`src/design/sspa_pkg.sv`:
```
`timescale 1ns / 1ps
package sspa_pkg;

    localparam int ATAN_ENTRIES = 24;
    localparam logic [32:0] CORDIC_GAIN_INV = 33'h026DD3B6A;
    localparam logic [30:0] HALF_PI_Q30 = 31'd1686629713;
    localparam logic [15:0] ONE_Q15 = 16'd32768;
    localparam logic [30:0] ONE_Q30 = 31'h40000000;
    localparam logic [32:0] NEAR_EPS_RAW = 33'd6;
    localparam int QUEUE_DEPTH = 2;

    typedef struct packed {
        logic signed [32:0] dx;
        logic signed [32:0] dy;
        logic signed [32:0] dz;
        logic signed [15:0] rx;
        logic signed [15:0] ry;
        logic signed [15:0] rz;
        logic               cull_en;
        logic [31:0]        near_d;
        logic [31:0]        far_d;
    } front_item_t;

    function automatic logic [31:0] atan_q30(input int idx);
        logic [31:0] v;
        case (idx)
            0:  v = 32'h3243F6A8;
            1:  v = 32'h1DAC6705;
            2:  v = 32'h0FADBAFC;
            3:  v = 32'h07F56EA6;
            4:  v = 32'h03FEAB76;
            5:  v = 32'h01FFD55B;
            6:  v = 32'h00FFFAAA;
            7:  v = 32'h007FFF55;
            8:  v = 32'h003FFFEA;
            9:  v = 32'h001FFFFD;
            10: v = 32'h000FFFFF;
            11: v = 32'h0007FFFF;
            12: v = 32'h0003FFFF;
            13: v = 32'h0001FFFF;
            14: v = 32'h0000FFFF;
            15: v = 32'h00007FFF;
            16: v = 32'h00003FFF;
            17: v = 32'h00001FFF;
            18: v = 32'h00000FFF;
            19: v = 32'h000007FF;
            20: v = 32'h000003FF;
            21: v = 32'h000001FF;
            22: v = 32'h000000FF;
            23: v = 32'h0000007F;
            default: v = 32'h0;
        endcase
        return v;
    endfunction

endpackage

```
`src/design/sspa_front.sv`:
```
`timescale 1ns / 1ps
module sspa_front
    import sspa_pkg::*;
(
    input  logic               clk,
    input  logic               rst_n,
    input  logic               in_valid,
    output logic               in_ready,
    input  logic signed [31:0] listener_x,
    input  logic signed [31:0] listener_y,
    input  logic signed [31:0] listener_z,
    input  logic signed [15:0] right_x,
    input  logic signed [15:0] right_y,
    input  logic signed [15:0] right_z,
    input  logic signed [31:0] source_x,
    input  logic signed [31:0] source_y,
    input  logic signed [31:0] source_z,
    input  logic               cull_enable,
    input  logic [31:0]        near_distance,
    input  logic [31:0]        far_distance,
    output logic               item_valid,
    input  logic               item_ready,
    output front_item_t        item
);

    logic        valid_reg;
    logic        valid_next;
    front_item_t item_reg;
    logic        take;

    assign in_ready = !valid_reg || item_ready;
    assign take = in_valid && in_ready;

    always_comb
    begin
        valid_next = valid_reg;
        if (take)
        begin
            valid_next = 1'b1;
        end
        else if (item_ready)
        begin
            valid_next = 1'b0;
        end
    end

    always_ff @(posedge clk or negedge rst_n)
    begin
        if (!rst_n)
        begin
            valid_reg <= 1'b0;
        end
        else
        begin
            valid_reg <= valid_next;
        end
    end

    // form the offsets at full 33-bit width on transfer
    always_ff @(posedge clk)
    begin
        if (take)
        begin
            item_reg.dx      <= 33'(source_x) - 33'(listener_x);
            item_reg.dy      <= 33'(source_y) - 33'(listener_y);
            item_reg.dz      <= 33'(source_z) - 33'(listener_z);
            item_reg.rx      <= right_x;
            item_reg.ry      <= right_y;
            item_reg.rz      <= right_z;
            item_reg.cull_en <= cull_enable;
            item_reg.near_d  <= near_distance;
            item_reg.far_d   <= far_distance;
        end
    end

    assign item_valid = valid_reg;
    assign item = item_reg;

endmodule

```
`config.mk`:
```
export PLATFORM = sky130hd
export DESIGN_NAME = sspa_front
export DESIGN_NICKNAME = d
export VERILOG_FILES = /design/src/design/sspa_pkg.sv /design/src/design/sspa_front.sv
export SDC_FILE = /design/constraint.sdc
export NUM_CORES = 1
export LEC_CHECK = 0
export BUFFER_PORTS_ARGS = -buffer_cell sky130_fd_sc_hd__buf_2
export CORE_MARGIN = 2
export CORE_UTILIZATION = 25
export CTS_BUF_LIST = sky130_fd_sc_hd__clkbuf_2
export DETAILED_ROUTE_END_ITERATION = 12
export GPL_ROUTABILITY_DRIVEN = 0
export PLACE_DENSITY = 0.54
export SLEW_MARGIN = 20
export SYNTH_ARGS = -nofsm -noshare
export SYNTH_HDL_FRONTEND = slang
export SYNTH_SLANG_ARGS = --single-unit
```
`constraint.sdc`:
```
create_clock -name clk -period 10.85 [get_ports clk]
set_input_delay 1.085 -clock clk [delete_from_list [all_inputs] [get_ports clk]]
set_output_delay 1.085 -clock clk [all_outputs]
set_load 0.02 [all_outputs]
```
Word-level counts from Yosys, hierarchy flattened
Index checks and enable logic that the tools add are counted.

word-level totals
  bits in registers = 213
  logic and storage cells = 19
  output and inout bits = 214

cells by class
  multiplexer cells = 2
  $add $sub $neg = 3
  reductions and logical operators = 4

operators with widths
  kind               number
  $sub 32x32->33     3
  $mux 1             2
  $reduce_bool 2->1  1
  $logic_and 1x1->1  1
  $logic_not 1->1    1
  $logic_or 1x1->1   1

Depth between registers and ports, before layout
  word-level depth = 4
  mapped depth = 12
  mapped depth without buffers = 12

Least setup slack after synthesis
Ideal clock, no wire load.

  path kind = input to register
  start = input item_ready
  end = register item_reg (netlist bit item[0]), enable pin
  setup slack = 4.042 ns
  arrival time = 6.210 ns
  required time = 10.252 ns
  library setup time = 0.598 ns
  stages on the path = 2
  cells stage by stage = nand2b_1 and2_1

on the way
  cells in the longest elaborated chain, start to end = 2

RTL lines
  what               RTL line          source
  from (decl)        sspa_front.sv:22  input logic item_ready,
  $logic_or 1x1->1   sspa_front.sv:31  assign in_ready = !valid_reg || item_ready;
  $logic_and 1x1->1  sspa_front.sv:32  assign take = in_valid && in_ready;
  net take           sspa_front.sv:29  logic take;
  to (decl)          sspa_front.sv:28  front_item_t item_reg;

The timed path passes the listed nets, and every way through them passes these cells.
A chain may end at the register's enable or synchronous reset.

Worst setup path in the final report
  start = input listener_x[0]
  end = register item_reg (netlist bit item[211]), data pin

on the way
  cells in the longest elaborated chain, start to end = 1

RTL lines
  what            RTL line          source
  from (decl)     sspa_front.sv:9   input logic signed [31:0] listener_x,
  $sub 32x32->33  sspa_front.sv:64  item_reg.dx <= 33'(source_x) - 33'(listener_x);

Every way passes these cells.

==> impl_results.md <==
* Total power at 2.218 mW
* DP Cell Count at 2116
* Post-CTS Resized at 0
* Worst min path class: primary input to register
* WL met1 at 15310 microns
* Clk pin slew, worst setup/hold paths at 0.10 ns
* Vias at 9957
* Crit path time final at 3.037 ns
* Clk sinks at 213
* RSZ-0062 raised after global routing: false
* CTS tree: done
* Status: finished, final reports clean
* Top_reg_cell synth: edfxtp_1
* Crit share post-route at 0.2800
* Depth of the CTS H-tree at 3
* Critical path fanouts, max at 5
* Routed vias/inst at 4.461
* Share of layout cells above drive strength 1 at 0.4004
* Clock skew at 0.06999 ns
* Largest net degree at the start of global routing at 78
* Register area share after synthesis at 0.5471
* Root Buffer: clkbuf_2
* Initial Util at 0.2520
* Crit Reg-Reg Startpoint: item_valid$_DFFE_PN0P_
* Critical path class: primary input to register
* I/O Buffers at 522
* Post-synth EDFFs at 212
* Slew Limit Headroom at 0.2898
* First drt pass iteration count at 5
* Iteration-0 DRC Markers at 452
* Die width at 220.2 microns
* # IOs at 523
* Residual DRC count at 0
* Syn nets at 1406
* Crit. End Element: register
* Max Slew Vio Count at 0
* Clk_lat worst skew at 0.94 ns
* Max Root-Sink Buffers at 3
* Post-synth cell types at 74
* Mean Syn Cell Area at 11.71 sq um
* Post-CTS setup buffers at 0
* Vias in the first global route at 9928
* Total grt overflow at 0
* Final hold vios at 0
* Crit start category: primary input
* CTS Buf Count at 67
* Die Y at 220.2 microns
* FF/Latch Area at 6391 sq um
* Final #Nets at 1987
* Gate Count Post-Synth at 998
* Synth async-reset ratio at 0.004695
* Final Non-Filler Cells at 2232
* Max reg flops at 212
* Critical Path AT at 3.70 ns
* Global-route wire length before repair at 55410 microns
* Required time of the worst setup path at 11.51 ns
* Antenna-violating nets left at 0
* Hold slack at 0.2975 ns
* HP Start: near_distance[20]
* WL per Instance at 17.11 microns
* Crit path launch: listener_x[0]
* YS warnings at 0
* Max VDD drop at 0.05874 mV
* Footprint of the multi-input gates at 4777 sq um
* Final setup vio count at 0
* Hpwl dp at 30560 microns
* GRT Overall Usage at 0.1516
* # hold bufs at CTS at 1
* Seq cells post-synth at 213
* Max frequency at 329.2 MHz
* Max Cap Viol at 0
* Fin util at 0.3369
* Rows at 79
* DIE AREA at 48470 sq um
* Leak Pwr at 7.392 nW
* Core ar. at 46360 sq um
* Met2 WL post-DR at 18870 microns
* DRT Wirelength at 38190 microns
* Fill count at 4826
* Synthesis-to-layout area growth at 33.67%
* Mapped Area at 11680 sq um
* Pwr dens at 142.0 nW/um^2
* Initial antenna violation count at 5
* Setup TNS at 0 ns
* Met3 WL post-DR at 2750 microns
* Top Layer Used: met5
* Slew of the pin with the lowest slew margin at 1.065 ns
==> logic make-up (layout without fill, tap and decap cells) <==
| logic type | Yosys count | after routing | synth area share |
|---|---|---|---|
| AOI/OAI and AO/OA | 250 | 250 | 0.1453 |
| and+or+nand+nor | 221 | 221 | 0.09650 |
| DFF | 213 | 213 | 0.5471 |
| buffers and inverters | 137 | 760 | 0.04423 |
| adders and majority gates | 99 | 99 | 0.1080 |
| xor gates and xnor gates | 75 | 75 | 0.05623 |
| muxes | 3 | 3 | 0.002678 |
| other | 0 | 4 | 0 |
==> cell type report <==
type	instances	share of cell area
multi-input cells	648	0.3059
inverters	124	0.02981
well taps	607	0.04863
flip-flops and latches	213	0.4093
clock buffers	91	0.02916
repair buffers	525	0.1689
clock inverters	20	0.007692
diodes	4	0.0006410
==> synth_stat cells (all sizes together) (10+ instances only) <==
library cell,n,area share
a21o,44,0.028
a21oi,76,0.033
clkbuf,11,0.0035
edfxtp,212,0.54
ha,96,0.10
inv,124,0.040
nand2,38,0.012
nand3,31,0.014
nor2,58,0.019
nor2b,13,0.0076
nor3,15,0.0064
o21a,13,0.0084
o21ai,42,0.018
or2,10,0.0054
xnor2,48,0.036
xor2,27,0.020
==> final timing paths <==
path | end | slack, ns | cells after the start
setup / recovery | item[211]$_DFFE_PP_ | 7.81 | 12
hold / removal | item[52]$_DFFE_PP_ | 0.30 | 1
setup reg to reg | item[141]$_DFFE_PP_ | 8.06 | 3
hold reg to reg | item_valid$_DFFE_PN0P_ | 0.56 | 2
max in group asynchronous | item_valid$_DFFE_PN0P_ | 10.33 | 2
min in group asynchronous | item_valid$_DFFE_PN0P_ | 0.44 | 2
==> layout by cell type, fill, tap and decap left out, types with 4 or more instances in the layout <==
cell type	instances
a211o_1	4
a211oi_1	7
a21o_1	44
a21oi_1	74
a31oi_1	9
and2_1	7
and3_1	9
and4_1	6
buf_2	522
clkbuf_2	91
clkinv_1	12
diode_2	4
edfxtp_1	212
ha_1	96
inv_1	124
nand2_1	38
nand2b_1	9
nand3_1	30
nand4_1	8
nor2_1	58
nor2b_1	12
nor3_1	15
o21a_1	13
o21ai_0	26
o21ai_1	15
o21bai_1	7
or2_2	8
or3_1	7
xnor2_1	48
xor2_1	27
==> per-layer routing <==
layer  track usage  vias up
met1        0.1747     4672
met4       0.08233        2
met5             0        -
met3       0.04151       67
li1              -     4869
met2        0.2558      347
==> stage by stage <==
stage	setup slack [ns]	area, sq um
6_report	7.813	15620
5_1_grt	7.668	15620
4_1_cts	7.931	15610
3_5_place_dp	6.807	15020
3_3_place_gp	6.877	15020
2_1_floorplan	4.042	11680
==> power by group <==
part           total, mW  switching, mW  internal [mW]
Sequential          1.02         0.0178           1.00
Clock              0.635          0.384          0.251
Combinational      0.565          0.344          0.221
==> critical path: stages <==
cell	delay [ns]
buf_2	0.10
ha_1	0.25
fa_1	0.50
nor2b_1	0.15
o21a_1	0.13
o21ai_0	0.13
a21oi_1	0.21
o21ai_1	0.21
o21ai_1	0.37
nand3_1	0.15
a31oi_1	0.29
a221oi_1	0.12
No activity file was read; power rests on OpenSTA's default activity.
