**config.mk**
```make
export PLATFORM = sky130hd
export DESIGN_NAME = sspa_queue
export DESIGN_NICKNAME = d
export VERILOG_FILES = /design/src/design/sspa_pkg.sv /design/src/design/sspa_queue.sv
export SDC_FILE = /design/constraint.sdc
export NUM_CORES = 1
export LEC_CHECK = 0
export BUFFER_PORTS_ARGS = -buffer_cell sky130_fd_sc_hd__buf_2
export CORE_MARGIN = 8
export CORE_UTILIZATION = 47
export DETAILED_ROUTE_END_ITERATION = 7
export PLACE_DENSITY_LB_ADDON = 0.25
export SYNTH_ARGS = -nofsm -noshare
export SYNTH_HDL_FRONTEND = slang
export SYNTH_SLANG_ARGS = --single-unit
```
**constraint.sdc**
```tcl
create_clock -name clk -period 10.3 [get_ports clk]
set_input_delay 2.06 -clock clk [delete_from_list [all_inputs] [get_ports clk]]
set_output_delay 2.06 -clock clk [all_outputs]
set_load 0.02 [all_outputs]
```
**src/design/sspa_pkg.sv**
```systemverilog
`timescale 1ns / 1ps
package sspa_pkg;

    localparam int ATAN_ENTRIES = 24;
    localparam logic [32:0] CORDIC_GAIN_INV = 33'h026DD3B6A;
    localparam logic [30:0] HALF_PI_Q30 = 31'd1686629713;
    localparam logic [15:0] ONE_Q15 = 16'd32768;
    localparam logic [30:0] ONE_Q30 = 31'h40000000;
    localparam logic [32:0] NEAR_EPS_RAW = 33'd6;
    localparam int QUEUE_DEPTH = 2;

    typedef struct packed {
        logic signed [32:0] dx;
        logic signed [32:0] dy;
        logic signed [32:0] dz;
        logic signed [15:0] rx;
        logic signed [15:0] ry;
        logic signed [15:0] rz;
        logic               cull_en;
        logic [31:0]        near_d;
        logic [31:0]        far_d;
    } front_item_t;

    function automatic logic [31:0] atan_q30(input int idx);
        logic [31:0] v;
        case (idx)
            0:  v = 32'h3243F6A8;
            1:  v = 32'h1DAC6705;
            2:  v = 32'h0FADBAFC;
            3:  v = 32'h07F56EA6;
            4:  v = 32'h03FEAB76;
            5:  v = 32'h01FFD55B;
            6:  v = 32'h00FFFAAA;
            7:  v = 32'h007FFF55;
            8:  v = 32'h003FFFEA;
            9:  v = 32'h001FFFFD;
            10: v = 32'h000FFFFF;
            11: v = 32'h0007FFFF;
            12: v = 32'h0003FFFF;
            13: v = 32'h0001FFFF;
            14: v = 32'h0000FFFF;
            15: v = 32'h00007FFF;
            16: v = 32'h00003FFF;
            17: v = 32'h00001FFF;
            18: v = 32'h00000FFF;
            19: v = 32'h000007FF;
            20: v = 32'h000003FF;
            21: v = 32'h000001FF;
            22: v = 32'h000000FF;
            23: v = 32'h0000007F;
            default: v = 32'h0;
        endcase
        return v;
    endfunction

endpackage

```
**src/design/sspa_queue.sv**
```systemverilog
`timescale 1ns / 1ps
module sspa_queue
    import sspa_pkg::*;
(
    input  logic        clk,
    input  logic        rst_n,
    input  logic        push_valid,
    output logic        push_ready,
    input  front_item_t push_item,
    output logic        pop_valid,
    input  logic        pop_ready,
    output front_item_t pop_item
);

    localparam int PW = $clog2(QUEUE_DEPTH);

    front_item_t   mem [0:QUEUE_DEPTH-1];
    logic [PW-1:0] wr_ptr_reg;
    logic [PW-1:0] rd_ptr_reg;
    logic [PW:0]   count_reg;
    logic          push;
    logic          pop;

    assign push_ready = count_reg != (PW+1)'(QUEUE_DEPTH);
    assign pop_valid = count_reg != '0;
    assign push = push_valid && push_ready;
    assign pop = pop_valid && pop_ready;
    assign pop_item = mem[rd_ptr_reg];

    always_ff @(posedge clk)
    begin
        if (push)
        begin
            mem[wr_ptr_reg] <= push_item;
        end
    end

    always_ff @(posedge clk or negedge rst_n)
    begin
        if (!rst_n)
        begin
            wr_ptr_reg <= '0;
            rd_ptr_reg <= '0;
            count_reg  <= '0;
        end
        else
        begin
            if (push)
            begin
                wr_ptr_reg <= PW'((wr_ptr_reg + 1'b1) % QUEUE_DEPTH);
            end
            if (pop)
            begin
                rd_ptr_reg <= PW'((rd_ptr_reg + 1'b1) % QUEUE_DEPTH);
            end
            if (push && !pop)
            begin
                count_reg <= count_reg + 1'b1;
            end
            else if (pop && !push)
            begin
                count_reg <= count_reg - 1'b1;
            end
        end
    end

    a_count_bound: assert property (@(posedge clk) disable iff (!rst_n)
        count_reg <= (PW+1)'(QUEUE_DEPTH))
        else $error("queue count above depth");
    a_full_no_push: assert property (@(posedge clk) disable iff (!rst_n)
        (count_reg == (PW+1)'(QUEUE_DEPTH) && !pop_ready) |=> count_reg == (PW+1)'(QUEUE_DEPTH))
        else $error("full queue changed without pop");
    a_empty_pop: assert property (@(posedge clk) disable iff (!rst_n)
        (count_reg == '0 && !push_valid) |=> count_reg == '0)
        else $error("empty queue filled without push");

endmodule

```
* Word level (Yosys, flattened, before mapping)
Memory sizes are Yosys's and may differ from the RTL's. Index checks and enable logic that the tools add are counted.
Storage, ports and cells: flip-flop bits (word level) 4, RAM bits 424, memories kept 1, output and inout bits 214
Memories:
- mem | words 2, bits a word 212, read ports 1, clocked after memory_dff 0, write ports 1, RTL line sspa_queue.sv:17 | front_item_t mem [0:QUEUE_DEPTH-1];
Cells by class: muxes and demuxes 4, equality and inequality tests 1, reduce and logical (&&, ||, !) cells 8, $add $sub $neg 4
Operators with widths (number):
- logical AND 1 bit | 4
- 2-to-1 mux 2 bit | 2
- nonzero test 2 bit | 2
- adder 1 bit (second input constant) | 2
- adder 2 x 1 -> 2 bit (second input constant) | 1
- logical NOT 1 bit | 2
- 2-to-1 mux 1 bit | 2
- inequality test 2 bit (second input constant) | 1
- subtractor 2 x 1 -> 2 bit (second input constant) | 1

* Logic depth before layout (Yosys ltp)
depth after elaboration 6, depth in mapped cells 7, mapped depth without buffers 7

* Worst setup path after synthesis
No wires, ideal clock.
path kind input to register, from input push_valid, to memory mem[0][0] in the netlist's numbering, enable pin, data arrival time 10.943 ns, stages 2, library setup time 0.788 ns, path slack -1.431 ns, buffers on the path 0, cell sequence nand2_1 -> nor2_1
On the way: cells in the longest elaborated chain, start to end 3
Ends and longest elaborated chain:
- start: declaration | RTL line sspa_queue.sv:7 | input logic push_valid,
- logical AND 1 bit | RTL line sspa_queue.sv:26 | assign push = push_valid && push_ready;
- 2-to-1 mux 1 bit | RTL line sspa_queue.sv:32 | if (push)
- 2-to-1 mux 1 bit (implied by the code) | RTL line sspa_queue.sv:34 | mem[wr_ptr_reg] <= push_item;
- end: declaration | RTL line sspa_queue.sv:17
Every way passes these cells.

==> run_results.csv <==
group,metric,value,unit
floorplan,rows,68,
timing,fmax,0.192,GHz
floorplan,start_util,47.4,%
pwr,p_sw_share,32.4,%
floorplan,core,34200,um2
worst_hold_path,hp-class,"register to register",
pwr,clkPwrFrac,23.9,%
placement,place_inst,1544,
critical_path,slowest_stage,"dfrtp_4",
clock_network,cts.repair.resized,0,
yosys,synth_cells,678,
yosys,syn_avg_cell_area,23.9,um2
critical_path,r2r-start,"count_reg[0]",
timing,post-route-period-util,50.4,%
detailed_routing,drt-total-wl,35100,um
pwr,power_frac_comb,34.8,%
grt,grt_max_degree,169,
floorplan,ioPinCount,430,
critical_path,r2r-end,"mem[1][54]",
clock_network,clk_latency,0.54,ns
finish,final_common_cell,"buf_2",
floorplan,die_x,202,um
finish,largest_reg_flops,424,
grt,antenna_found_initial,12,
critical_path,ff2ff_setup_slack,7.62,ns
critical_path,max_stage_delay,1.00,ns
timing,worst_clock_skew,0.00899,ns
clock_network,cts_setup_buffers,0,
timing,setup_tns,0,ns
critical_path,critPathBufInv,2,
clock_network,ctsHoldBuffers,0,
yosys,yosys_warnings,0,
placement,portBuffers,429,
grt,grt_pass1_wl,51400,um
critical_path,cp_max_fo,60,
critical_path,crit_type,"register to primary output",
placement,place_congestion,0.729,
detailed_routing,post_drt_wl_per_cell,21.5,um
detailed_routing,route.detailed.drc,0,
timing,rsz0062_at_grt,"no",
yosys,yosysSeqAreaShare,79.2,%
yosys,synth_nets,895,
critical_path,startpoint_type,"register",
critical_path,r2r.worst_path.cells,3,
critical_path,startpoint,"rd_ptr_reg",
run_status,outcome,"complete, no violations",
pwr,cellInternalPower,4140,uW
yosys,synth-seq-cells,428,
floorplan,die_area,40700,um2
timing,setup_violations,0,
pwr,worst_ir_drop_vdd,272,uV
grt,grt_pass1_vias,8345,
pwr,seq_power_share,41.3,%
critical_path,endpoint,"pop_item[25]",
grt,grtUsageTotal,16.5,%
finish,nNetsFinal,1352,
yosys,syn_area,16200,um2
critical_path,critical_path_required,8.24,ns
clock_network,cts_tree,"done",
clock_network,cts.sinks,428,
flow_run,maxCapViolCount,0,
timing,slew_headroom,9.53,%
placement,hpwl,24100,um
floorplan,die_h,202,um
timing,drv_slew,0,
timing,hold_viol_final,0,
clock_network,cts_buffers,44,
pwr,power_switching,1990,uW
detailed_routing,route.vias.total,7912,
timing,tightest_slew,1.36,ns
detailed_routing,drt_iter0_markers,341,
pwr,powerDensity,305,nW/um2
critical_path,crit_family,"buffers and inverters",
critical_path,arrival,3.14,ns
detailed_routing,viasPerCell,4.86,
worst_hold_path,worstHoldPathCells,1,
finish,drive_gt1_share,60.8,%
finish,final_cell_mix,"buf_2 (429), edfxtp_1 (424), mux2_4 (170), clkbuf_16 (45), mux2_2 (42)",
clock_network,clock_path_buffers,3,
clock_network,clockRootBuffer,"clkbuf_16",
finish,syn_to_final_growth,24.1,%
critical_path,crit_chain,"buf_4 > mux2_4 > buf_2",
yosys,yosysUniqueCellTypes,15,
clock_network,clk_pin_slew,0.05,ns
clock_network,h-tree-depth,2,
finish,final_cells,1629,
pwr,leakage,0.00797,uW
grt,grt_overflow,0,
critical_path,crit_path_end_kind,"primary output",
critical_path,path_depth,3,
detailed_routing,drtAntennaViolNets,0,
timing,min_period,5.20,ns
detailed_routing,dr.pass1.iters,4,
==> layer usage <==
layer,vias up,share of wire (%),GRT usage [%]
met5,-,0.15,0
met4,8,3.0,7.41
met1,3949,38,18.2
met2,254,52,28.3
li1,3630,-,-
met3,71,7.2,5.84
==> power groups by stage <==
stage               registers, uW  clock network (uW)  logic (uW)
finish                       2530                1460        2130
global placement             2550                   0        2160
floorplan                    2570                   0        1610
global route                 2560                1560        2250
CTS                          2530                1500        2170
detailed placement           2570                   0        2170
==> stage by stage <==
step	utilization [%]	total power [uW]	hold WS, ns	instance area, um2	setup WS [ns]
after floorplan	-	4180	0.456	16200	2.16
after global placement	54.8	4710	0.478	18800	5.61
after detailed placement	54.8	4740	0.500	18800	5.59
after CTS	58.7	6210	0.512	20100	5.02
after global routing	58.8	6380	0.523	20100	4.92
final	58.8	6130	0.507	20100	5.10
==> cell type report <==
type / instances / area (um2)
multi-input combinational: 225 / 3130
timing repair buffer: 435 / 2220
antenna: 8 / 20.0
sequential: 428 / 12800
fill: 2627 / 14100
clock inverter: 23 / 163
inverter: 1 / 3.75
tap: 455 / 569
clock buffer: 54 / 1160
==> synth_stat cells <==
cell type	count	area share (%)
nand2b_1	1	0.039
edfxtp_1	424	79
nand2_1	2	0.046
xor2_1	2	0.11
nor2_1	2	0.046
buf_2	4	0.12
dfrtp_1	4	0.62
ha_1	1	0.077
mux2_2	42	2.9
buf_6	20	1.4
mux2_4	170	16
and3_1	1	0.039
or2_2	1	0.039
inv_1	1	0.023
xnor2_1	3	0.16
==> logic make-up (layout without fill, tap and decap cells) <==
logic type / after synthesis / after routing / synth area share [%]
buf+inv: 25 / 513 / 1.54
simple gates: 7 / 7 / 0.209
flops: 428 / 428 / 79.2
mux: 212 / 212 / 18.7
xor+xnor: 5 / 5 / 0.270
other cells: 0 / 8 / 0
fa+ha+maj: 1 / 1 / 0.0772
==> worst min-delay path by stage <==
stage	startpoint	to	slack, ns
after floorplan	count_reg[1]	count_reg[1]	0.46
after global placement	count_reg[1]	count_reg[1]	0.48
after detailed placement	count_reg[1]	count_reg[1]	0.50
after CTS	count_reg[1]	count_reg[1]	0.51
after global routing	count_reg[1]	count_reg[1]	0.52
final	count_reg[1]	count_reg[1]	0.51
(Power assumes the default switching activity.)
